## config.mk

```make
export PLATFORM = sky130hd
export DESIGN_NAME = c2s_cell
export DESIGN_NICKNAME = d
export VERILOG_FILES = /design/src/hdl/cartesian_to_spherical_assert.svh /design/src/hdl/c2s_pkg.sv /design/src/hdl/c2s_cell.sv
export SDC_FILE = /design/constraint.sdc
export NUM_CORES = 1
export LEC_CHECK = 0
export BUFFER_PORTS_ARGS = -buffer_cell sky130_fd_sc_hd__buf_4
export CORE_MARGIN = 1.5
export CORE_UTILIZATION = 50
export CTS_CLUSTER_SIZE = 30
export DETAILED_ROUTE_END_ITERATION = 8
export GPL_TIMING_DRIVEN = 0
export HOLD_SLACK_MARGIN = 0.1
export PLACE_DENSITY = 0.76
export SKIP_CTS_REPAIR_TIMING = 1
export SLEW_MARGIN = 20
export SYNTH_ARGS = -nofsm -noshare
export SYNTH_HDL_FRONTEND = slang
export SYNTH_SLANG_ARGS = --single-unit
```

## constraint.sdc

```tcl
create_clock -name i_clk -period 8 [get_ports i_clk]
set_input_delay 0.4 -clock i_clk [delete_from_list [all_inputs] [get_ports i_clk]]
set_output_delay 0.4 -clock i_clk [all_outputs]
set_load 0.02 [all_outputs]
```

## src/hdl/cartesian_to_spherical_assert.svh

```systemverilog
// ----------------------------------------------------------------------------
// Cartesian to spherical assertion macros
// Concurrent check helpers shared by the converter top level.
// ----------------------------------------------------------------------------
`ifndef CARTESIAN_TO_SPHERICAL_ASSERT_SVH
`define CARTESIAN_TO_SPHERICAL_ASSERT_SVH

// same-cycle implication, checked outside reset
`define C2S_ASSERT_NOW(label, ante, cons) \
    label: assert property (@(posedge i_clk) disable iff (!i_rst_n) \
        (ante) |-> (cons)) else $error("c2s check failed");

// next-cycle implication, checked outside reset
`define C2S_ASSERT_NEXT(label, ante, cons) \
    label: assert property (@(posedge i_clk) disable iff (!i_rst_n) \
        (ante) |=> (cons)) else $error("c2s check failed");

`endif

```

## src/hdl/c2s_pkg.sv

```systemverilog
// ----------------------------------------------------------------------------
// c2s_pkg
// Types, formats and CORDIC constants of the cartesian to spherical converter.
// ----------------------------------------------------------------------------
package c2s_pkg;

    localparam int COORD_WIDTH = 16;
    localparam int FRAC_BITS   = 24;
    localparam int MAX_STAGES  = 24;
    // datapath width: coordinate, fraction, plus headroom for CORDIC growth
    localparam int DW          = COORD_WIDTH + FRAC_BITS + 3;
    localparam int ANG_W       = 32;

    localparam logic [31:0] GAIN_Q32      = 32'd2608131496;
    localparam logic [31:0] GAIN_TAIL_Q32 = 32'd1738754331;
    localparam logic [31:0] ANG_HALF      = 32'h8000_0000;

    localparam logic [1:0] ST_OK       = 2'd0;
    localparam logic [1:0] ST_AZ_UNDEF = 2'd1;
    localparam logic [1:0] ST_ORIGIN   = 2'd2;

    typedef struct packed {
        logic signed [COORD_WIDTH-1:0] x_coord;
        logic signed [COORD_WIDTH-1:0] y_coord;
        logic signed [COORD_WIDTH-1:0] z_coord;
    } t_in;

    typedef struct packed {
        logic        [15:0] radius;
        logic        [15:0] azimuth;
        logic signed [15:0] elevation;
        logic        [1:0]  status;
    } t_out;

    // vector under rotation and its accumulated angle
    typedef struct packed {
        logic signed [DW-1:0] a;
        logic signed [DW-1:0] b;
        logic [ANG_W-1:0]     ang;
    } t_vec;

    // data riding along the pipe
    typedef struct packed {
        logic signed [COORD_WIDTH-1:0] y;
        logic [ANG_W-1:0]              ang1;
        logic [ANG_W-1:0]              ang2;
        logic [1:0]                    status;
    } t_side;

    // atan(2^-i) in turns, Q32
    function automatic logic [31:0] atan_q32(input int idx);
        logic [31:0] r;
        case (idx)
            0:       r = 32'h20000000;
            1:       r = 32'h12E4051E;
            2:       r = 32'h09FB385B;
            3:       r = 32'h051111D4;
            4:       r = 32'h028B0D43;
            5:       r = 32'h0145D7E1;
            6:       r = 32'h00A2F61E;
            7:       r = 32'h00517C55;
            8:       r = 32'h0028BE53;
            9:       r = 32'h00145F2F;
            10:      r = 32'h000A2F98;
            11:      r = 32'h000517CC;
            12:      r = 32'h00028BE6;
            13:      r = 32'h000145F3;
            14:      r = 32'h0000A2FA;
            15:      r = 32'h0000517D;
            16:      r = 32'h000028BE;
            17:      r = 32'h0000145F;
            18:      r = 32'h00000A30;
            19:      r = 32'h00000518;
            20:      r = 32'h0000028C;
            21:      r = 32'h00000146;
            22:      r = 32'h000000A3;
            23:      r = 32'h00000051;
            default: r = 32'h00000000;
        endcase
        return r;
    endfunction

endpackage

```

## src/hdl/c2s_cell.sv

```systemverilog
// ----------------------------------------------------------------------------
// c2s_cell
// One CORDIC vectoring micro-rotation, registered, fixed shift per cell.
// ----------------------------------------------------------------------------
module c2s_cell #(
    parameter int STAGE = 0
) (
    input  logic           i_clk,
    input  logic           i_rst_n,
    input  logic           i_load,
    input  logic           i_valid,
    input  c2s_pkg::t_vec  i_vec,
    input  c2s_pkg::t_side i_side,
    output logic           o_valid,
    output c2s_pkg::t_vec  o_vec,
    output c2s_pkg::t_side o_side
);

    localparam logic [31:0] ATAN = c2s_pkg::atan_q32(STAGE);

    logic                          r_valid;
    c2s_pkg::t_vec                 r_vec;
    c2s_pkg::t_side                r_side;
    c2s_pkg::t_vec                 n_vec;
    logic signed [c2s_pkg::DW-1:0] a;
    logic signed [c2s_pkg::DW-1:0] b;
    logic signed [c2s_pkg::DW-1:0] da;
    logic signed [c2s_pkg::DW-1:0] db;

    always_comb begin
        a  = i_vec.a;
        b  = i_vec.b;
        da = b >>> STAGE;   // floor shift
        db = a >>> STAGE;
        // steer b toward zero
        if (!b[c2s_pkg::DW-1]) begin
            n_vec.a   = a + da;
            n_vec.b   = b - db;
            n_vec.ang = i_vec.ang + ATAN;
        end else begin
            n_vec.a   = a - da;
            n_vec.b   = b + db;
            n_vec.ang = i_vec.ang - ATAN;
        end
    end

    always_ff @(posedge i_clk) begin
        if (!i_rst_n) begin
            r_valid <= 1'b0;
        end else if (i_load) begin
            r_valid <= i_valid;
        end
    end

    always_ff @(posedge i_clk) begin
        if (i_load) begin
            r_vec  <= n_vec;
            r_side <= i_side;
        end
    end

    assign o_valid = r_valid;
    assign o_vec   = r_vec;
    assign o_side  = r_side;

endmodule

```

---- Word-level counts from Yosys, hierarchy flattened ----
Index checks and enable logic that the tools add are counted.
cells by class
  multiplexer cells ....................... 1
  $add $sub $neg .......................... 5
operators with widths
  operator                number
  $mux 118                1
  $sub 43x43->43          2
  $add 43x43->43          1
  $add 32x30->32 const B  1
  $sub 32x30->32 const B  1
word-level totals
  input bits .............................. 204
  word-level logic and storage cells ...... 14
  output and inout bits ................... 201
  register bits after elaboration ......... 201

---- Logic depth before layout (Yosys ltp) ----
  depth after elaboration ................. 2
  gate-level depth with buffers ........... 12
  depth with buffers taken out ............ 12

---- Worst setup path after synthesis ----
No wires, ideal clock.
  kind .................................... input-to-reg
  start point ............................. input i_vec[32] in the netlist's numbering
  end point ............................... register r_vec (netlist bit o_vec[113]), data pin
  setup time .............................. 0.264 ns
  data arrival time ....................... 2.690 ns
  path slack .............................. 5.046 ns
  data required time ...................... 7.736 ns
  cell stages on the path ................. 12
  buffers on the path ..................... 0
  cell sequence ........................... ha_1 > inv_1 > fa_1 > o21ba_1 > nor4_4 > o21ai_1 > and4_4 > o31ai_4 > nand4_2 > a211o_1 > a21oi_1 > a211oi_2
RTL lines
  what                  line            RTL
  from (decl)           c2s_cell.sv:12  input c2s_pkg::t_vec i_vec,
  to (signal assigned)  c2s_cell.sv:57  r_vec <= n_vec;
  to (decl)             c2s_cell.sv:22  c2s_pkg::t_vec r_vec;

==> metrics <==
die area around 0.030 mm^2; synthesis-stage register bit count 200; number of synthesized flops with an enable pin 199; clock buffer count from CTS 17; worst skew pair latency 0.46 ns; Die X about 170 um; Post-Syn Nets 1828; Row Count 62; initial antenna violation count 3; starting density of the core between 50% and 60%; critical path, cell by cell buf_4, inv_1, ha_1, nor4_1, nand2_1, nor3_1, o2111ai_1, and2_1, o41ai_4, a311oi_1, xnor2_1; Primary FF master, synth edfxtp_1; critical path's top delay family simple AND/OR/NAND/NOR gates; critical path startpoint category input pin; CP Launch Point i_vec[46]; RSZ-0062 raised after global routing no; Setup Crit Path Kind in2reg; routed len/inst 26.9 um; Final Hold Viols 0; Cells after Synth around 1.5k; Lkg Pwr 0.00827 uW; CTS Buffer Depth 2; fin area 0.0187 mm^2; GR Overflow Total 0; Async SR Flop Fraction 0%; layout cells sized above 1 between 20% and 30%; Max-Cap Viols 0; routability cong. between 1 and 1.5; max-slew violation count 0; Vias/cell about 6; vias between 10k and 15k; worst path bufs/invs 2; pre-CTS setup slack 4.05 ns; Final setup viols 0; Slew @ Worst Pin ~1.2 ns; Post-Syn Area ~0.015 mm^2; final period utilization 46.0%; Relative slew margins 19.1%; core area 0.0286 mm^2; IR drop worst, VDD roughly 0.00014 V; Final TNS setup 0 ns; DRC viols 0; clock power share a little over a quarter; Max Fanout on Critical Path 7; CP max stage cell nor4_1; Worst Skew 0 ns; Cell Pwr Density ~190 mW/mm^2; gr usage total about two fifths; final wirelength around 62 mm; fmax about 270 MHz; Hold Crit Class in2reg; Largest stage delay, worst path about 0.63 ns; first-pass GRT wire length about 90 mm; area delta synth->final 29.0%; register area share after synthesis ~41%; status completed; Flop pwr share 37.8%; Port Buffers ~400; synth unique cells 97; fin nets between 2k and 2.5k; Clock Tree Root clkbuf_16; IO Pins roughly 410; combinational share of power a little over a third; setup ws final approximately 4.3 ns; CP endpoint kind flip-flop; Die Ht 173 um; Worst EP arrival 3.88 ns; vias in the first global route around 14k; DR pass1 iterations 8; H-tree level count 4; CTS tree yes; CTS clk-pin slew, worst paths 0.09 ns; min-delay src i_side[69]; largest net degree at the start of global routing 69; DP Area ~0.018 mm^2; number of routed nets with antenna violations 0; Psw roughly 1300 uW; worst r2r src o_valid$_SDFFE_PN0P_; Required @ worst endpoint about 8.2 ns; initial DRC count between 1.5k and 2k; post-detail-place hpwl 49.7 mm; clk sinks 200; Switching Share about 37%; YS warnings 0; Avg Cell Area, Syn a little under 10 um^2; minimum clock period after layout between 3 and 4 ns; R2R Setup Slk roughly 7.3 ns; cell internal pwr between 2000 and 2500 uW
==> logic make-up after synthesis <==
family	Yosys count	share of synthesized area (%)
AOI/OAI and AO/OA	469	21.2
xor gates and xnor gates	77	4.65
adders and majority gates	146	12.8
muxes	23	1.59
buffers and inverters	200	5.63
and+or+nand+nor	363	12.9
DFF	200	41.3
==> state kept, by name (all words and copies together), names as in the netlist <==
register	count
o_vec	117
o_side	82
o_valid	1
==> final timing paths <==
check             cells past startpoint              endpoint
setup / recovery                     11  o_vec[110]$_DFFE_PP_
hold / removal                        1  o_side[69]$_DFFE_PP_
setup reg to reg                      2  o_valid$_SDFFE_PN0P_
hold reg to reg                       2  o_valid$_SDFFE_PN0P_
==> cells in the mapped netlist, types with 13 or more instances <==
| master | n | share of area (%) |
|---|---|---|
| a211oi_1 | 14 | 0.72 |
| a21o_1 | 37 | 1.9 |
| a21oi_1 | 167 | 5.8 |
| a31oi_1 | 17 | 0.73 |
| buf_2 | 17 | 0.59 |
| clkbuf_1 | 30 | 0.78 |
| edfxtp_1 | 199 | 41 |
| ha_1 | 142 | 12 |
| inv_1 | 129 | 3.3 |
| mux2i_1 | 23 | 1.6 |
| nand2_1 | 71 | 1.8 |
| nand3_1 | 24 | 0.83 |
| nand4_1 | 23 | 0.99 |
| nor2_1 | 116 | 3.0 |
| nor2b_1 | 19 | 0.82 |
| nor3_1 | 26 | 0.90 |
| o21a_1 | 13 | 0.67 |
| o21ai_0 | 83 | 2.9 |
| o21bai_1 | 28 | 1.4 |
| o31ai_1 | 17 | 0.88 |
| xnor2_1 | 65 | 3.9 |
==> cell usage in the layout, fill, tap and decap left out, types with 9 or more instances in the layout <==
cell type / netlist / final
o211ai_1: 9 / 9
mux2i_1: 23 / 23
nor4_1: 12 / 11
a21oi_1: 167 / 167
buf_2: 17 / 18
xor2_1: 12 / 12
ha_1: 142 / 142
a31oi_1: 17 / 17
inv_1: 129 / 129
o21a_1: 13 / 13
nor2b_1: 19 / 19
nand2_1: 71 / 71
nor2_1: 116 / 116
edfxtp_1: 199 / 199
nand2b_1: 11 / 11
nor3_1: 26 / 26
clkbuf_16: 0 / 17
a21o_1: 37 / 37
o21bai_1: 28 / 28
o21ai_0: 83 / 83
xnor2_1: 65 / 65
a211oi_1: 14 / 14
and3_1: 10 / 10
nand3_1: 24 / 24
buf_4: 6 / 408
clkbuf_1: 30 / 30
o31ai_1: 17 / 17
nand4_1: 23 / 23
==> worst reg2reg max path: cells and delay by family, from the launching register on <==
kind             cells  cell delay [ns]
multiplexers         1             0.17
AND/OR/NAND/NOR      1             0.07
flip-flops           1             0.34
==> per-stage QoR <==
step	util (%)	hold WS (ns)	power (uW)	std cells
after global routing	65.4	0.101	3680	2301
after global placement	62.9	0.540	2610	2265
after floorplan	-	0.499	2060	1478
after detailed placement	63.2	0.579	2620	2267
final	65.4	0.110	3580	2301
after CTS	65.3	0.106	3550	2299
==> routing by layer <==
metal	vias up	wire, um	GRT usage (%)
met1	6871	23700	50.8
met3	199	5850	8.66
met4	0	3560	21.5
met2	906	28900	65.9
met5	-	0	0
li1	6231	-	-
==> power by group through the flow <==
stage	registers [uW]	logic, uW	clock network (uW)
finish	1350	1280	944
global route	1360	1340	979
CTS	1350	1250	944
detailed placement	1370	1240	0
global placement	1370	1240	0
floorplan	1530	526	0
==> layout make-up <==
cell class                      count  area, um^2
Fill cell                        2305        9910
Multi-Input combinational cell   1078        7700
Sequential cell                   200        6000
Timing Repair Buffer              405        3090
Inverter                          135         507
Tap cell                          384         480
Clock buffer                       17         425
Buffer                             65         312
Clock inverter                     15         196
Antenna cell                        2        5.00
(Power assumes the default switching activity.)
