`src/hdl/cartesian_to_spherical_assert.svh`:
```
// ----------------------------------------------------------------------------
// Cartesian to spherical assertion macros
// Concurrent check helpers shared by the converter top level.
// ----------------------------------------------------------------------------
`ifndef CARTESIAN_TO_SPHERICAL_ASSERT_SVH
`define CARTESIAN_TO_SPHERICAL_ASSERT_SVH

// same-cycle implication, checked outside reset
`define C2S_ASSERT_NOW(label, ante, cons) \
    label: assert property (@(posedge i_clk) disable iff (!i_rst_n) \
        (ante) |-> (cons)) else $error("c2s check failed");

// next-cycle implication, checked outside reset
`define C2S_ASSERT_NEXT(label, ante, cons) \
    label: assert property (@(posedge i_clk) disable iff (!i_rst_n) \
        (ante) |=> (cons)) else $error("c2s check failed");

`endif

```
`src/hdl/c2s_pkg.sv`:
```
// ----------------------------------------------------------------------------
// c2s_pkg
// Types, formats and CORDIC constants of the cartesian to spherical converter.
// ----------------------------------------------------------------------------
package c2s_pkg;

    localparam int COORD_WIDTH = 16;
    localparam int FRAC_BITS   = 24;
    localparam int MAX_STAGES  = 24;
    // datapath width: coordinate, fraction, plus headroom for CORDIC growth
    localparam int DW          = COORD_WIDTH + FRAC_BITS + 3;
    localparam int ANG_W       = 32;

    localparam logic [31:0] GAIN_Q32      = 32'd2608131496;
    localparam logic [31:0] GAIN_TAIL_Q32 = 32'd1738754331;
    localparam logic [31:0] ANG_HALF      = 32'h8000_0000;

    localparam logic [1:0] ST_OK       = 2'd0;
    localparam logic [1:0] ST_AZ_UNDEF = 2'd1;
    localparam logic [1:0] ST_ORIGIN   = 2'd2;

    typedef struct packed {
        logic signed [COORD_WIDTH-1:0] x_coord;
        logic signed [COORD_WIDTH-1:0] y_coord;
        logic signed [COORD_WIDTH-1:0] z_coord;
    } t_in;

    typedef struct packed {
        logic        [15:0] radius;
        logic        [15:0] azimuth;
        logic signed [15:0] elevation;
        logic        [1:0]  status;
    } t_out;

    // vector under rotation and its accumulated angle
    typedef struct packed {
        logic signed [DW-1:0] a;
        logic signed [DW-1:0] b;
        logic [ANG_W-1:0]     ang;
    } t_vec;

    // data riding along the pipe
    typedef struct packed {
        logic signed [COORD_WIDTH-1:0] y;
        logic [ANG_W-1:0]              ang1;
        logic [ANG_W-1:0]              ang2;
        logic [1:0]                    status;
    } t_side;

    // atan(2^-i) in turns, Q32
    function automatic logic [31:0] atan_q32(input int idx);
        logic [31:0] r;
        case (idx)
            0:       r = 32'h20000000;
            1:       r = 32'h12E4051E;
            2:       r = 32'h09FB385B;
            3:       r = 32'h051111D4;
            4:       r = 32'h028B0D43;
            5:       r = 32'h0145D7E1;
            6:       r = 32'h00A2F61E;
            7:       r = 32'h00517C55;
            8:       r = 32'h0028BE53;
            9:       r = 32'h00145F2F;
            10:      r = 32'h000A2F98;
            11:      r = 32'h000517CC;
            12:      r = 32'h00028BE6;
            13:      r = 32'h000145F3;
            14:      r = 32'h0000A2FA;
            15:      r = 32'h0000517D;
            16:      r = 32'h000028BE;
            17:      r = 32'h0000145F;
            18:      r = 32'h00000A30;
            19:      r = 32'h00000518;
            20:      r = 32'h0000028C;
            21:      r = 32'h00000146;
            22:      r = 32'h000000A3;
            23:      r = 32'h00000051;
            default: r = 32'h00000000;
        endcase
        return r;
    endfunction

endpackage

```
`src/hdl/c2s_gain.sv`:
```
// ----------------------------------------------------------------------------
// c2s_gain
// CORDIC gain compensation: multiply by K in Q32, truncated, two stages.
// ----------------------------------------------------------------------------
module c2s_gain #(
    parameter int STAGES = 16
) (
    input  logic                          i_clk,
    input  logic                          i_rst_n,
    input  logic [1:0]                    i_load,
    input  logic                          i_valid,
    input  logic signed [c2s_pkg::DW-1:0] i_val,
    input  c2s_pkg::t_side                i_side,
    output logic [1:0]                    o_valid,
    output logic signed [c2s_pkg::DW-1:0] o_val,
    output c2s_pkg::t_side                o_side
);

    localparam longint unsigned K64 = 64'(c2s_pkg::GAIN_Q32)
                                    + (64'(c2s_pkg::GAIN_TAIL_Q32) >> (2 * STAGES));
    localparam logic [31:0] K    = 32'(K64);
    localparam int          HI_W = c2s_pkg::DW - 33;

    logic                          r_v1;
    logic                          r_v2;
    logic [HI_W+31:0]              r_phi;
    logic [63:0]                   r_plo;
    c2s_pkg::t_side                r_side1;
    logic signed [c2s_pkg::DW-1:0] r_val;
    c2s_pkg::t_side                r_side2;
    logic                          pos;
    logic [HI_W-1:0]               hi;
    logic [31:0]                   lo;

    // non-positive values compensate to zero
    always_comb begin
        pos = !i_val[c2s_pkg::DW-1] && (i_val != '0);
        hi  = pos ? i_val[c2s_pkg::DW-2:32] : '0;
        lo  = pos ? i_val[31:0] : '0;
    end

    always_ff @(posedge i_clk) begin
        if (!i_rst_n) begin
            r_v1 <= 1'b0;
            r_v2 <= 1'b0;
        end else begin
            if (i_load[0]) begin
                r_v1 <= i_valid;
            end
            if (i_load[1]) begin
                r_v2 <= r_v1;
            end
        end
    end

    always_ff @(posedge i_clk) begin
        if (i_load[0]) begin
            r_phi   <= {32'd0, hi} * {{HI_W{1'b0}}, K};
            r_plo   <= {32'd0, lo} * {32'd0, K};
            r_side1 <= i_side;
        end
        if (i_load[1]) begin
            r_val   <= $signed(c2s_pkg::DW'(r_phi) + c2s_pkg::DW'(r_plo[63:32]));
            r_side2 <= r_side1;
        end
    end

    assign o_valid = {r_v2, r_v1};
    assign o_val   = r_val;
    assign o_side  = r_side2;

endmodule

```
`config.mk`:
```
export PLATFORM = sky130hd
export DESIGN_NAME = c2s_gain
export DESIGN_NICKNAME = d
export VERILOG_FILES = /design/src/hdl/cartesian_to_spherical_assert.svh /design/src/hdl/c2s_pkg.sv /design/src/hdl/c2s_gain.sv
export SDC_FILE = /design/constraint.sdc
export NUM_CORES = 2
export LEC_CHECK = 0
export ABC_AREA = 0
export BUFFER_PORTS_ARGS = -buffer_cell sky130_fd_sc_hd__buf_2
export CAP_MARGIN = 40
export CORE_MARGIN = 10
export CORE_UTILIZATION = 60
export DETAILED_ROUTE_END_ITERATION = 6
export PLACE_DENSITY = 0.8
export SLEW_MARGIN = 20
export SYNTH_ARGS = -nofsm -noshare
export SYNTH_HDL_FRONTEND = slang
export SYNTH_SLANG_ARGS = --single-unit
export TNS_END_PERCENT = 10
```
`constraint.sdc`:
```
create_clock -name i_clk -period 9.7 [get_ports i_clk]
set_input_delay 0.485 -clock i_clk [delete_from_list [all_inputs] [get_ports i_clk]]
set_output_delay 0.485 -clock i_clk [all_outputs]
set_load 0.05 [all_outputs]
```
======== After elaboration in Yosys (flattened, before gate mapping) ========
Index checks and enable logic that the tools add are counted.
cells by class
  mux-type cells .......................... 2
  reduce and logical (&&, ||, !) cells .... 3
  add/sub/neg operators ................... 1
  multipliers ............................. 2
operator list
  operator                number
  $mul 32x29->61 const B  1
  $add 42x32->43          1
  $reduce_bool 43->1      1
  $mul 10x29->39 const B  1
  $mux 32                 1
  $mux 10                 1
  $logic_and 1x1->1       1
  $logic_not 1->1         1
word-level totals
  register bits ........................... 309
  word-level logic and storage cells ...... 21
  input port bits ......................... 130
  output and inout port bits .............. 127

======== Logic depth before layout (Yosys ltp) ========
  depth in word-level cells ............... 4
  depth in mapped cells ................... 32
  gate-level depth less buffers ........... 30

======== Least setup slack after synthesis ========
No wires, ideal clock.
  path kind ............................... input port to flip-flop
  start ................................... in i_val[7] (netlist bit)
  end ..................................... reg r_plo[53], data pin
  arrival ................................. 7.649 ns
  library setup time ...................... 0.260 ns
  path buffers ............................ 1
  slack ................................... 1.791 ns
  required time ........................... 9.440 ns
  cell stages on the path ................. 29
  path through ............................ nor4_1 > nand4_1 > nor2_1 > a41oi_1 > clkbuf_1 > nand2_1 > inv_1 > ha_1 > fa_1 > inv_1 > fa_1 > inv_1 > fa_1 > fa_1 > fa_1 > fa_1 > inv_1 > fa_1 > inv_1 > ha_1 > o21a_1 > o211ai_1 > nand3b_1 > a311oi_2 > a21oi_2 > a211oi_2 > o221ai_2 > a221oi_2 > xnor2_1
between the ends
  cells in the longest elaborated chain, start to end .. 4
ends and longest elaborated chain
  item                    RTL line        RTL
  start: declaration      c2s_gain.sv:12  input logic signed [c2s_pkg::DW-1:0] i_val,
  $reduce_bool 43->1      c2s_gain.sv:37  pos = !i_val[c2s_pkg::DW-1] && (i_val != '0);
  $logic_and 1x1->1       c2s_gain.sv:37
  $mux 32 (*)             c2s_gain.sv:39  lo = pos ? i_val[31:0] : '0;
  $mul 32x29->61 (*)      c2s_gain.sv:59  r_plo <= {32'd0, lo} * {32'd0, K};
  end signal: assignment  c2s_gain.sv:59
  end: declaration        c2s_gain.sv:27  logic [63:0] r_plo;
Mark *: on every way between the ends. The rest lies on a longest branch, timed or not.
A chain may end at the register's enable or synchronous reset.

======== Worst setup path in the final report ========
  start ................................... in i_val[35] (netlist bit)
  end ..................................... reg r_plo[53], data pin
between the ends
  cells in the longest elaborated chain, start to end .. 4
ends and longest elaborated chain
  item                RTL line
  $reduce_bool 43->1  c2s_gain.sv:37
  $logic_and 1x1->1   c2s_gain.sv:37
  $mux 32             c2s_gain.sv:39
  $mul 32x29->61      c2s_gain.sv:59
No other way between the ends.

==> metrics.cfg <==
[logic_synthesis]
synth_top_area_share_pct=32.93
synth.area.mux_share_pct=0.05955
synth_async_sr_flop_share_pct=0
syn-mean-instance-area_um2=11.30
synth_top_family_by_area=adder cells
ys_types=70
synthesis.nets=4140
yosys_warnings=0
synth.area.top_cells=fa_1 33%, edfxtp_1 25%, ha_1 18%
synth-xor-area-share_pct=2.579
synth-adder-area-share_pct=50.87
synth_edf_count=278
netlist_area_mm2=0.03361
ys_seq_area_share_pct=24.95
syn_inst=2975
synth_simple_gate_area_share_pct=4.508
synth-compound-area-share_pct=6.934
ys.flop_type=edfxtp_1
yosysTopAreaCell=fa_1
ys_seq_elements=280

[floorplanning]
die_area_mm2=0.06589
core_mm2=0.05531
rows=86
die_x_um=256.7
initial_utilization_pct=60.78
die_h_um=256.7
ios=257

[clock_network]
cts_resized=0
cts.sinks=280
cts_tree=yes
clk_pin_slew_ns=0.07
cts-htree-levels=1
cts_buffer_depth=3
cts_buffers=27
cts_root_buf=clkbuf_16
cts_setup_buffers=0
hold_buffers=0
clkLatencyLatePin_ns=0.55

[timing]
clock-skew-final_ns=0.01488
slew_viol_final=0
rsz0062_at_grt=no
worst_slew_pin_slew_ns=0.8404
tns_ns=0
setup_viol=0
period_share_pct=92.63
slew_headroom_pct=43.98
fmax_mhz=111.3
fin_crit_ns=8.985
hold_violations=0

[global_routing]
grt_max_degree=91
overflow=0
grt_use_total_pct=28.59
grt_pass1_vias=24993
grt_pass1_wl_um=145100
grt_antenna_before_repair=2

[drt]
drtPass1Iterations=7
drt_first_iter_violations=1838
via_count=22674
wl_um=93300
ant_nets=0
wl_per_cell_um=23.08
post-route-drc-count=0
viasPerCell=5.610

[cells_and_area]
mostFrequentLayoutCell=inv_1
fin_nets=4442
final_cell_mix=871 x inv_1, 553 x fa_1, 482 x ha_1, 278 x edfxtp_1, 254 x buf_2
syn_to_final_growth_pct=9.689
layout-drive-gt1-share_pct=10.69

[worst_setup_path]
ff2ff_path_depth=12
arrival_ns=9.28
path_class=primary input to flip-flop
rr_startpoint=r_plo[35]
cp_max_fo=22
critPathRequiredTime_ns=9.99
endpoint=r_plo[53]
r2r_slack_ns=6.36
crit_path_end_kind=flip-flop
setup.worst_path.start=i_val[35]
slowest_stage=fa_1
startpoint_type=primary input
reg2reg_to=o_val[41]
max_stage_delay_ns=0.60
cpMostUsedCell=fa_1

[outcome]
outcome=finished, final reports clean

[placement]
hpwl_um=80660
place.gp.congestion=1.071
port_buffers=256

[hold_path]
hp-class=primary input to flip-flop
hp-start=i_side[69]

[job]
maxCapViolations=0

==> stage by stage <==
stage	hold slack, ns	instance area (um2)	utilization, %	std cells	setup slack, ns
floorplan	0.4003	33610	-	2975	1.791
finish	0.1112	36870	66.67	4042	0.7152
global placement	0.4001	36040	65.16	3993	0.4273
global route	0.09604	36870	66.67	4042	0.1978
detailed placement	0.4045	36050	65.18	3994	0.1911
CTS	0.09854	36810	66.56	4038	0.7782
==> sequential cells by signal, indices dropped and copies added, names as in the netlist <==
signal,cells
o_side,82
r_side1,82
o_val,43
r_phi,39
r_plo,32
r_v1,1
r_v2,1
==> cell families after synthesis <==
kind of cell | Yosys count
buffers and inverters | 897
XOR/XNOR | 99
AO/OA/AOI/OAI | 354
flip-flops | 280
adder cells (fa/ha/maj) | 1035
multiplexers | 2
AND/OR/NAND/NOR | 308
==> synth_stat cells, types with 18 or more instances <==
cell	number
a21o_1	62
a21oi_1	106
edfxtp_1	278
fa_1	553
ha_1	482
inv_1	871
nand2_1	101
nand3_1	23
nand4_1	25
nor2_1	57
o21ai_0	64
o21bai_1	18
xnor2_1	66
xor2_1	33
==> worst max-delay path: cells and delay by family <==
kind / cells / cell delay, ns
compound gates: 8 / 2.05
xor+xnor: 1 / 0.11
fa+ha+maj: 9 / 4.38
simple gates: 5 / 1.37
buf+inv: 7 / 0.87
==> metal layers <==
metal	global-route usage, %	part of all wire [%]	vias to the layer above
li1	-	-	10096
met5	0	0	-
met4	10.40	4.3	0
met2	49.94	50	869
met1	35.75	39	11522
met3	3.948	6.1	187
==> final cells by class <==
class                   instances  area [um2]
diodes                          2       5.005
clock buffers                  30       686.9
flip-flops and latches        280        8388
well taps                     748       935.9
clock inverters                14       72.57
inverters                     871        3269
multi-input cells            1798       21850
repair buffers                299        1660
fillers                      4232       18440
==> how the worst min path moves through the flow <==
stage                     slack [ns]           to  cells after the start
after floorplan                 0.40    o_side[0]                      0
after global placement          0.40   o_side[34]                      0
after detailed placement        0.40   o_side[68]                      0
after CTS                        0.1  r_side1[69]                      1
after global routing             0.1  r_side1[46]                      1
final                           0.11  r_side1[69]                      1
Power is left out: the tool's default activity adds up to more than one toggle a clock period on the data nets, which glitch-free logic cannot reach.
