### src/hdl/cartesian_to_spherical_assert.svh
// ----------------------------------------------------------------------------
// Cartesian to spherical assertion macros
// Concurrent check helpers shared by the converter top level.
// ----------------------------------------------------------------------------
`ifndef CARTESIAN_TO_SPHERICAL_ASSERT_SVH
`define CARTESIAN_TO_SPHERICAL_ASSERT_SVH

// same-cycle implication, checked outside reset
`define C2S_ASSERT_NOW(label, ante, cons) \
    label: assert property (@(posedge i_clk) disable iff (!i_rst_n) \
        (ante) |-> (cons)) else $error("c2s check failed");

// next-cycle implication, checked outside reset
`define C2S_ASSERT_NEXT(label, ante, cons) \
    label: assert property (@(posedge i_clk) disable iff (!i_rst_n) \
        (ante) |=> (cons)) else $error("c2s check failed");

`endif

### src/hdl/c2s_pkg.sv
// ----------------------------------------------------------------------------
// c2s_pkg
// Types, formats and CORDIC constants of the cartesian to spherical converter.
// ----------------------------------------------------------------------------
package c2s_pkg;

    localparam int COORD_WIDTH = 16;
    localparam int FRAC_BITS   = 24;
    localparam int MAX_STAGES  = 24;
    // datapath width: coordinate, fraction, plus headroom for CORDIC growth
    localparam int DW          = COORD_WIDTH + FRAC_BITS + 3;
    localparam int ANG_W       = 32;

    localparam logic [31:0] GAIN_Q32      = 32'd2608131496;
    localparam logic [31:0] GAIN_TAIL_Q32 = 32'd1738754331;
    localparam logic [31:0] ANG_HALF      = 32'h8000_0000;

    localparam logic [1:0] ST_OK       = 2'd0;
    localparam logic [1:0] ST_AZ_UNDEF = 2'd1;
    localparam logic [1:0] ST_ORIGIN   = 2'd2;

    typedef struct packed {
        logic signed [COORD_WIDTH-1:0] x_coord;
        logic signed [COORD_WIDTH-1:0] y_coord;
        logic signed [COORD_WIDTH-1:0] z_coord;
    } t_in;

    typedef struct packed {
        logic        [15:0] radius;
        logic        [15:0] azimuth;
        logic signed [15:0] elevation;
        logic        [1:0]  status;
    } t_out;

    // vector under rotation and its accumulated angle
    typedef struct packed {
        logic signed [DW-1:0] a;
        logic signed [DW-1:0] b;
        logic [ANG_W-1:0]     ang;
    } t_vec;

    // data riding along the pipe
    typedef struct packed {
        logic signed [COORD_WIDTH-1:0] y;
        logic [ANG_W-1:0]              ang1;
        logic [ANG_W-1:0]              ang2;
        logic [1:0]                    status;
    } t_side;

    // atan(2^-i) in turns, Q32
    function automatic logic [31:0] atan_q32(input int idx);
        logic [31:0] r;
        case (idx)
            0:       r = 32'h20000000;
            1:       r = 32'h12E4051E;
            2:       r = 32'h09FB385B;
            3:       r = 32'h051111D4;
            4:       r = 32'h028B0D43;
            5:       r = 32'h0145D7E1;
            6:       r = 32'h00A2F61E;
            7:       r = 32'h00517C55;
            8:       r = 32'h0028BE53;
            9:       r = 32'h00145F2F;
            10:      r = 32'h000A2F98;
            11:      r = 32'h000517CC;
            12:      r = 32'h00028BE6;
            13:      r = 32'h000145F3;
            14:      r = 32'h0000A2FA;
            15:      r = 32'h0000517D;
            16:      r = 32'h000028BE;
            17:      r = 32'h0000145F;
            18:      r = 32'h00000A30;
            19:      r = 32'h00000518;
            20:      r = 32'h0000028C;
            21:      r = 32'h00000146;
            22:      r = 32'h000000A3;
            23:      r = 32'h00000051;
            default: r = 32'h00000000;
        endcase
        return r;
    endfunction

endpackage

### src/hdl/c2s_prep.sv
// ----------------------------------------------------------------------------
// c2s_prep
// Entry stage: scales the point, folds the left half plane, sets status.
// ----------------------------------------------------------------------------
module c2s_prep (
    input  logic           i_clk,
    input  logic           i_rst_n,
    input  logic           i_load,
    input  logic           i_valid,
    input  c2s_pkg::t_in   i_pt,
    output logic           o_valid,
    output c2s_pkg::t_vec  o_vec,
    output c2s_pkg::t_side o_side
);

    localparam int EXT = c2s_pkg::DW - c2s_pkg::COORD_WIDTH;

    logic                          r_valid;
    c2s_pkg::t_vec                 r_vec;
    c2s_pkg::t_side                r_side;
    c2s_pkg::t_vec                 n_vec;
    c2s_pkg::t_side                n_side;
    logic signed [c2s_pkg::DW-1:0] xs;
    logic signed [c2s_pkg::DW-1:0] zs;

    always_comb begin
        xs = {{EXT{i_pt.x_coord[c2s_pkg::COORD_WIDTH-1]}}, i_pt.x_coord} <<< c2s_pkg::FRAC_BITS;
        zs = {{EXT{i_pt.z_coord[c2s_pkg::COORD_WIDTH-1]}}, i_pt.z_coord} <<< c2s_pkg::FRAC_BITS;
        // left half plane: rotate by a half turn so the CORDIC converges
        if (i_pt.x_coord[c2s_pkg::COORD_WIDTH-1]) begin
            n_vec.a   = -xs;
            n_vec.b   = -zs;
            n_vec.ang = c2s_pkg::ANG_HALF;
        end else begin
            n_vec.a   = xs;
            n_vec.b   = zs;
            n_vec.ang = '0;
        end
        n_side.y    = i_pt.y_coord;
        n_side.ang1 = '0;
        n_side.ang2 = '0;
        if (i_pt.x_coord == '0 && i_pt.z_coord == '0) begin
            n_side.status = (i_pt.y_coord == '0) ? c2s_pkg::ST_ORIGIN : c2s_pkg::ST_AZ_UNDEF;
        end else begin
            n_side.status = c2s_pkg::ST_OK;
        end
    end

    always_ff @(posedge i_clk) begin
        if (!i_rst_n) begin
            r_valid <= 1'b0;
        end else if (i_load) begin
            r_valid <= i_valid;
        end
    end

    always_ff @(posedge i_clk) begin
        if (i_load) begin
            r_vec  <= n_vec;
            r_side <= n_side;
        end
    end

    assign o_valid = r_valid;
    assign o_vec   = r_vec;
    assign o_side  = r_side;

endmodule

### config.mk
export PLATFORM = sky130hd
export DESIGN_NAME = c2s_prep
export DESIGN_NICKNAME = d
export VERILOG_FILES = /design/src/hdl/cartesian_to_spherical_assert.svh /design/src/hdl/c2s_pkg.sv /design/src/hdl/c2s_prep.sv
export SDC_FILE = /design/constraint.sdc
export NUM_CORES = 1
export LEC_CHECK = 0
export ABC_CLOCK_PERIOD_IN_PS = 1700
export CORE_AREA = 2 2 98 100
export CTS_BUF_LIST = sky130_fd_sc_hd__clkbuf_16
export DETAILED_ROUTE_END_ITERATION = 10
export DIE_AREA = 0 0 100 102
export DONT_BUFFER_PORTS = 1
export PLACE_DENSITY = 0.6
export SYNTH_ARGS = -nofsm -noshare
export SYNTH_HDL_FRONTEND = slang
export SYNTH_SLANG_ARGS = --single-unit
export TNS_END_PERCENT = 5
### constraint.sdc
create_clock -name i_clk -period 1.7 [get_ports i_clk]
set_input_delay 0.17 -clock i_clk [delete_from_list [all_inputs] [get_ports i_clk]]
set_output_delay 0.17 -clock i_clk [all_outputs]
set_load 0.05 [all_outputs]
After elaboration in Yosys (flattened, before gate mapping)
Index checks and enable logic that the tools add are counted.
{"block": "word_totals", "reg_bits": 137, "wordCells": 16, "output_inout_bits": 201, "input_bits": 52}
{"block": "op_classes", "add_sub_neg": 2, "reduce_logical": 4, "muxes": 2}
{"op": "$mux 114", "count": 1}
{"op": "$neg 40->43", "count": 2}
{"op": "$logic_not 16->1", "count": 3}
{"op": "$mux 2", "count": 1}
{"op": "$logic_and 1x1->1", "count": 1}

Logic depth before layout (Yosys ltp)
{"block": "depth", "depth_word": 2, "depth_mapped": 6, "depth_no_buf": 6}

Worst setup path after synthesis
OpenSTA, ideal clock, no wires.
{"block": "synth_path", "path_type": "input to register", "start": "input i_pt[41] (netlist name)", "end": "register r_side (netlist bit o_side[0]), data pin", "setup_time_ps": 160, "n_path_buf": 0, "cell_stages": 4, "required_ps": 1540, "t_arrival_ps": 1504, "setup_slack_ps": 36, "path_cell_list": "or4_4 nand2b_4 or4_4 nor3b_1"}
{"block": "synth_between", "elab_chain_len": 2}
{"element": "start, declared", "line": "c2s_prep.sv:10", "text": "input c2s_pkg::t_in i_pt,"}
{"element": "$logic_not 16->1", "line": "c2s_prep.sv:42", "text": "if (i_pt.x_coord == '0 && i_pt.z_coord == '0) begin"}
{"element": "$logic_and 1x1->1", "line": "c2s_prep.sv:42"}
{"element": "end signal, assigned", "line": "c2s_prep.sv:60", "text": "r_side <= n_side;"}
{"element": "end, declared", "line": "c2s_prep.sv:20", "text": "c2s_pkg::t_side r_side;"}
Every way passes these cells.
A chain may end at the register's enable or synchronous reset.

Final worst setup path
Ends and elaborated chain as after synthesis.

==> impl_metrics.ini <==
[worst_setup_path]
cp-startpoint = i_pt[41]
crit_required_ps = 1850
critical_path.endpoint_type = register
worst_r2r_endpoint = o_valid
critical_path.max_stage_delay_ps = 530
worst_path_arrival_time_ps = 1560
cp_cell_sequence = or4_4 > nand2b_4 > or4_4 > nor3b_1
cp_top_family = simple AND/OR/NAND/NOR gates
crit_fanout = 3
criticalPathCategory = in -> reg
crit_path_start_kind = primary input
crit-reg2reg-launch = o_valid
reg2reg_setup_slack_ps = 930
ff2ff_path_depth = 3
critical-path-slowest-cell = or4_4
path_common_cell = or4_4
number_of_buffer_and_inverter_instances_along_the_worst_setup_path = 0

[floorplanning]
floorplan.die_area_sq_um = 10200
floorplan.initialDensity = 0.3882
die-height_microns = 102
die-width_microns = 100
pin_count = 253
fp-row-count = 35
floorplan.core_area_sq_um = 9109

[power_and_ir_drop]
vdd_drop_max_uv = 416.9
cellLeakagePower_uw = 0.001535
powerDensity_nw_per_um2 = 1343
totalPowerFinal_uw = 4977

[sta]
setup_viol = 0
post-route-min-period_ps = 1411
timing.fmax_mhz = 708.9
max_slew.worst_pin.slew_ps = 511.0
relSlewSlack = 0.6600
slew_viol_final = 0
finalHoldViolCount = 57
ratio_of_final_minimum_period_to_clock_period = 0.8298
whs_ps = -37.28
grt_setup_unrepaired = false
timing.clock.skew_ps = 0

[cts]
cts.reportedPaths.clkPinSlew_ps = 50
cts_max_path_buffers = 2
clk-insertion-delay-late_ps = 320
number_of_h_tree_levels = 3
post-cts-setup-buffers = 0
cts-buffers-inserted = 9
clock_tree.root_cell = clkbuf_16
clock_tree_from_tritoncts = built
cts_hold_buf = 20
cts.repair.resized = 0
number_of_clock_sinks = 58

[global_route]
grt_usage = 0.1088
grt_antenna_before_repair = 0
number_of_global_route_vias_before_repair = 1529
overflow = 0
grt_pass1_wl_microns = 8197
grt_start_max_net_pins = 59

[layout]
area_growth_pct = 4.777
layout.core_utilization = 0.4067
layout.cells.most_common = conb_1
num_antenna_cells = 0
drive_above_1_share = 0.07062
most-common-layout-cells = 146 x conb_1, 57 x edfxtp_1, 26 x xnor2_1
finalNetCount = 403

[job]
maxCapViolations = 0

[logic_synthesis]
ys_ff_latch = 58
synth_area_per_cell_sq_um = 11.37
mappedNetlistArea_sq_um = 3536
post_synth_num_cell_types = 28
synth_warnings = 0
netlist_instances = 311
synth_seq_area_share = 0.4897

[hold_path]
hold_path.startpoint = i_load
timing.hold.worst_endpoint = o_vec[115]
min-delay-path-class = in -> reg
worstHoldPathCells = 0

[detailed_routing]
wl_microns = 6159
vias = 1859
vias_per_cell = 3.998
drt.antenna.violating_nets = 0
drt_drc_violations_left = 0
detailedRoute.firstIterationViolations = 15
avgRoutedWirePerCell_microns = 13.25
dr.pass1.iters = 4

[placed_design]
port_buffers = 0
place.gp.congestion = 0.6915
detailed_place_hpwl_microns = 4479

[outcome]
run_status = finished with violations
violations = hold timing
cell families (layout without fill, tap and decap cells):
logic type,after synthesis,count (layout),share of synthesized area
other,1,146,0.001061
adders and majority gates,2,2,0.007076
DFF,58,58,0.4897
buffers and inverters,151,49,0.3121
and+or+nand+nor,48,48,0.07714
AOI/OAI and AO/OA,23,23,0.04317
muxes,1,1,0.002831
xor gates and xnor gates,27,27,0.06688
worst max path at each step:
| stage | end | slack (ps) | cells past startpoint |
|---|---|---|---|
| 6_report | o_side[0] | 290 | 4 |
| 5_1_grt | o_side[0] | 250 | 4 |
| 4_1_cts | o_side[0] | 300 | 4 |
| 3_5_place_dp | o_side[0] | -30 | 4 |
| 3_3_place_gp | o_side[0] | 20 | 4 |
| 2_1_floorplan | o_side[0] | 40 | 4 |
stage by stage:
stage | setup TNS (ps) | instance area, sq um | instances | setup WS (ps)
2_1_floorplan | 0 | 4080 | 456 | 36.34
3_3_place_gp | 0 | 3194 | 429 | 19.93
3_5_place_dp | -30.88 | 3194 | 429 | -30.88
4_1_cts | 0 | 3705 | 465 | 295.7
5_1_grt | 0 | 3705 | 465 | 246.7
6_report | 0 | 3705 | 465 | 289.4
synth_stat cells:
master / number / area, sq um
clkbuf_1: 3 / 11.26
nor2_1: 3 / 11.26
dfxtp_1: 1 / 20.02
or3_1: 1 / 6.260
nand2_1: 17 / 63.81
nor2b_1: 2 / 12.51
edfxtp_1: 57 / 1712
buf_4: 143 / 1074
o41ai_1: 4 / 35.03
nand2b_1: 3 / 18.77
nand4_1: 2 / 12.51
nand2b_4: 1 / 13.76
ha_1: 2 / 25.02
nand3b_1: 1 / 7.510
or4_4: 2 / 22.52
o31ai_1: 8 / 60.06
nor4_1: 8 / 50.05
xnor2_1: 26 / 227.7
inv_1: 5 / 18.77
a21boi_0: 1 / 7.510
conb_1: 1 / 3.750
nor4b_1: 1 / 8.760
nor3_1: 3 / 15.01
or4_1: 2 / 15.01
o21ai_0: 10 / 50.05
xor2_1: 1 / 8.760
mux2i_1: 1 / 10.01
nor3b_1: 2 / 15.01
worst register-to-register path: cells and delay by family (launching register included):
family	cells	cell delay, ps
buffers and inverters	1	180
DFF	1	290
muxes	1	140
and+or+nand+nor	1	60
power by group:
group / internal (uW) / switching (uW)
Clock: 1260 / 603
Sequential: 1740 / 502
Combinational: 108 / 756
Total: 3120 / 1860
flip-flops by register name, summed over array words and instances, names as in the netlist:
signal and flops:
o_vec 39, o_side 18, o_valid 1
per-layer routing:
layer | routed length (microns) | GRT usage | vias up
li1 | - | - | 861
met2 | 3098 | 0.1793 | 137
met4 | 142 | 0.07692 | 0
met3 | 604 | 0.03078 | 11
met1 | 2313 | 0.1222 | 850
met5 | 0 | 0 | -
final cells by class:
type	instances	area, sq um
inverters	5	18.77
repair buffers	28	260.3
clock buffers	9	225.2
multi-input cells	247	1245
flip-flops and latches	58	1732
fillers	867	5404
well taps	111	138.9
clock inverters	7	85.08
Power figures use the tool's default switching activity.
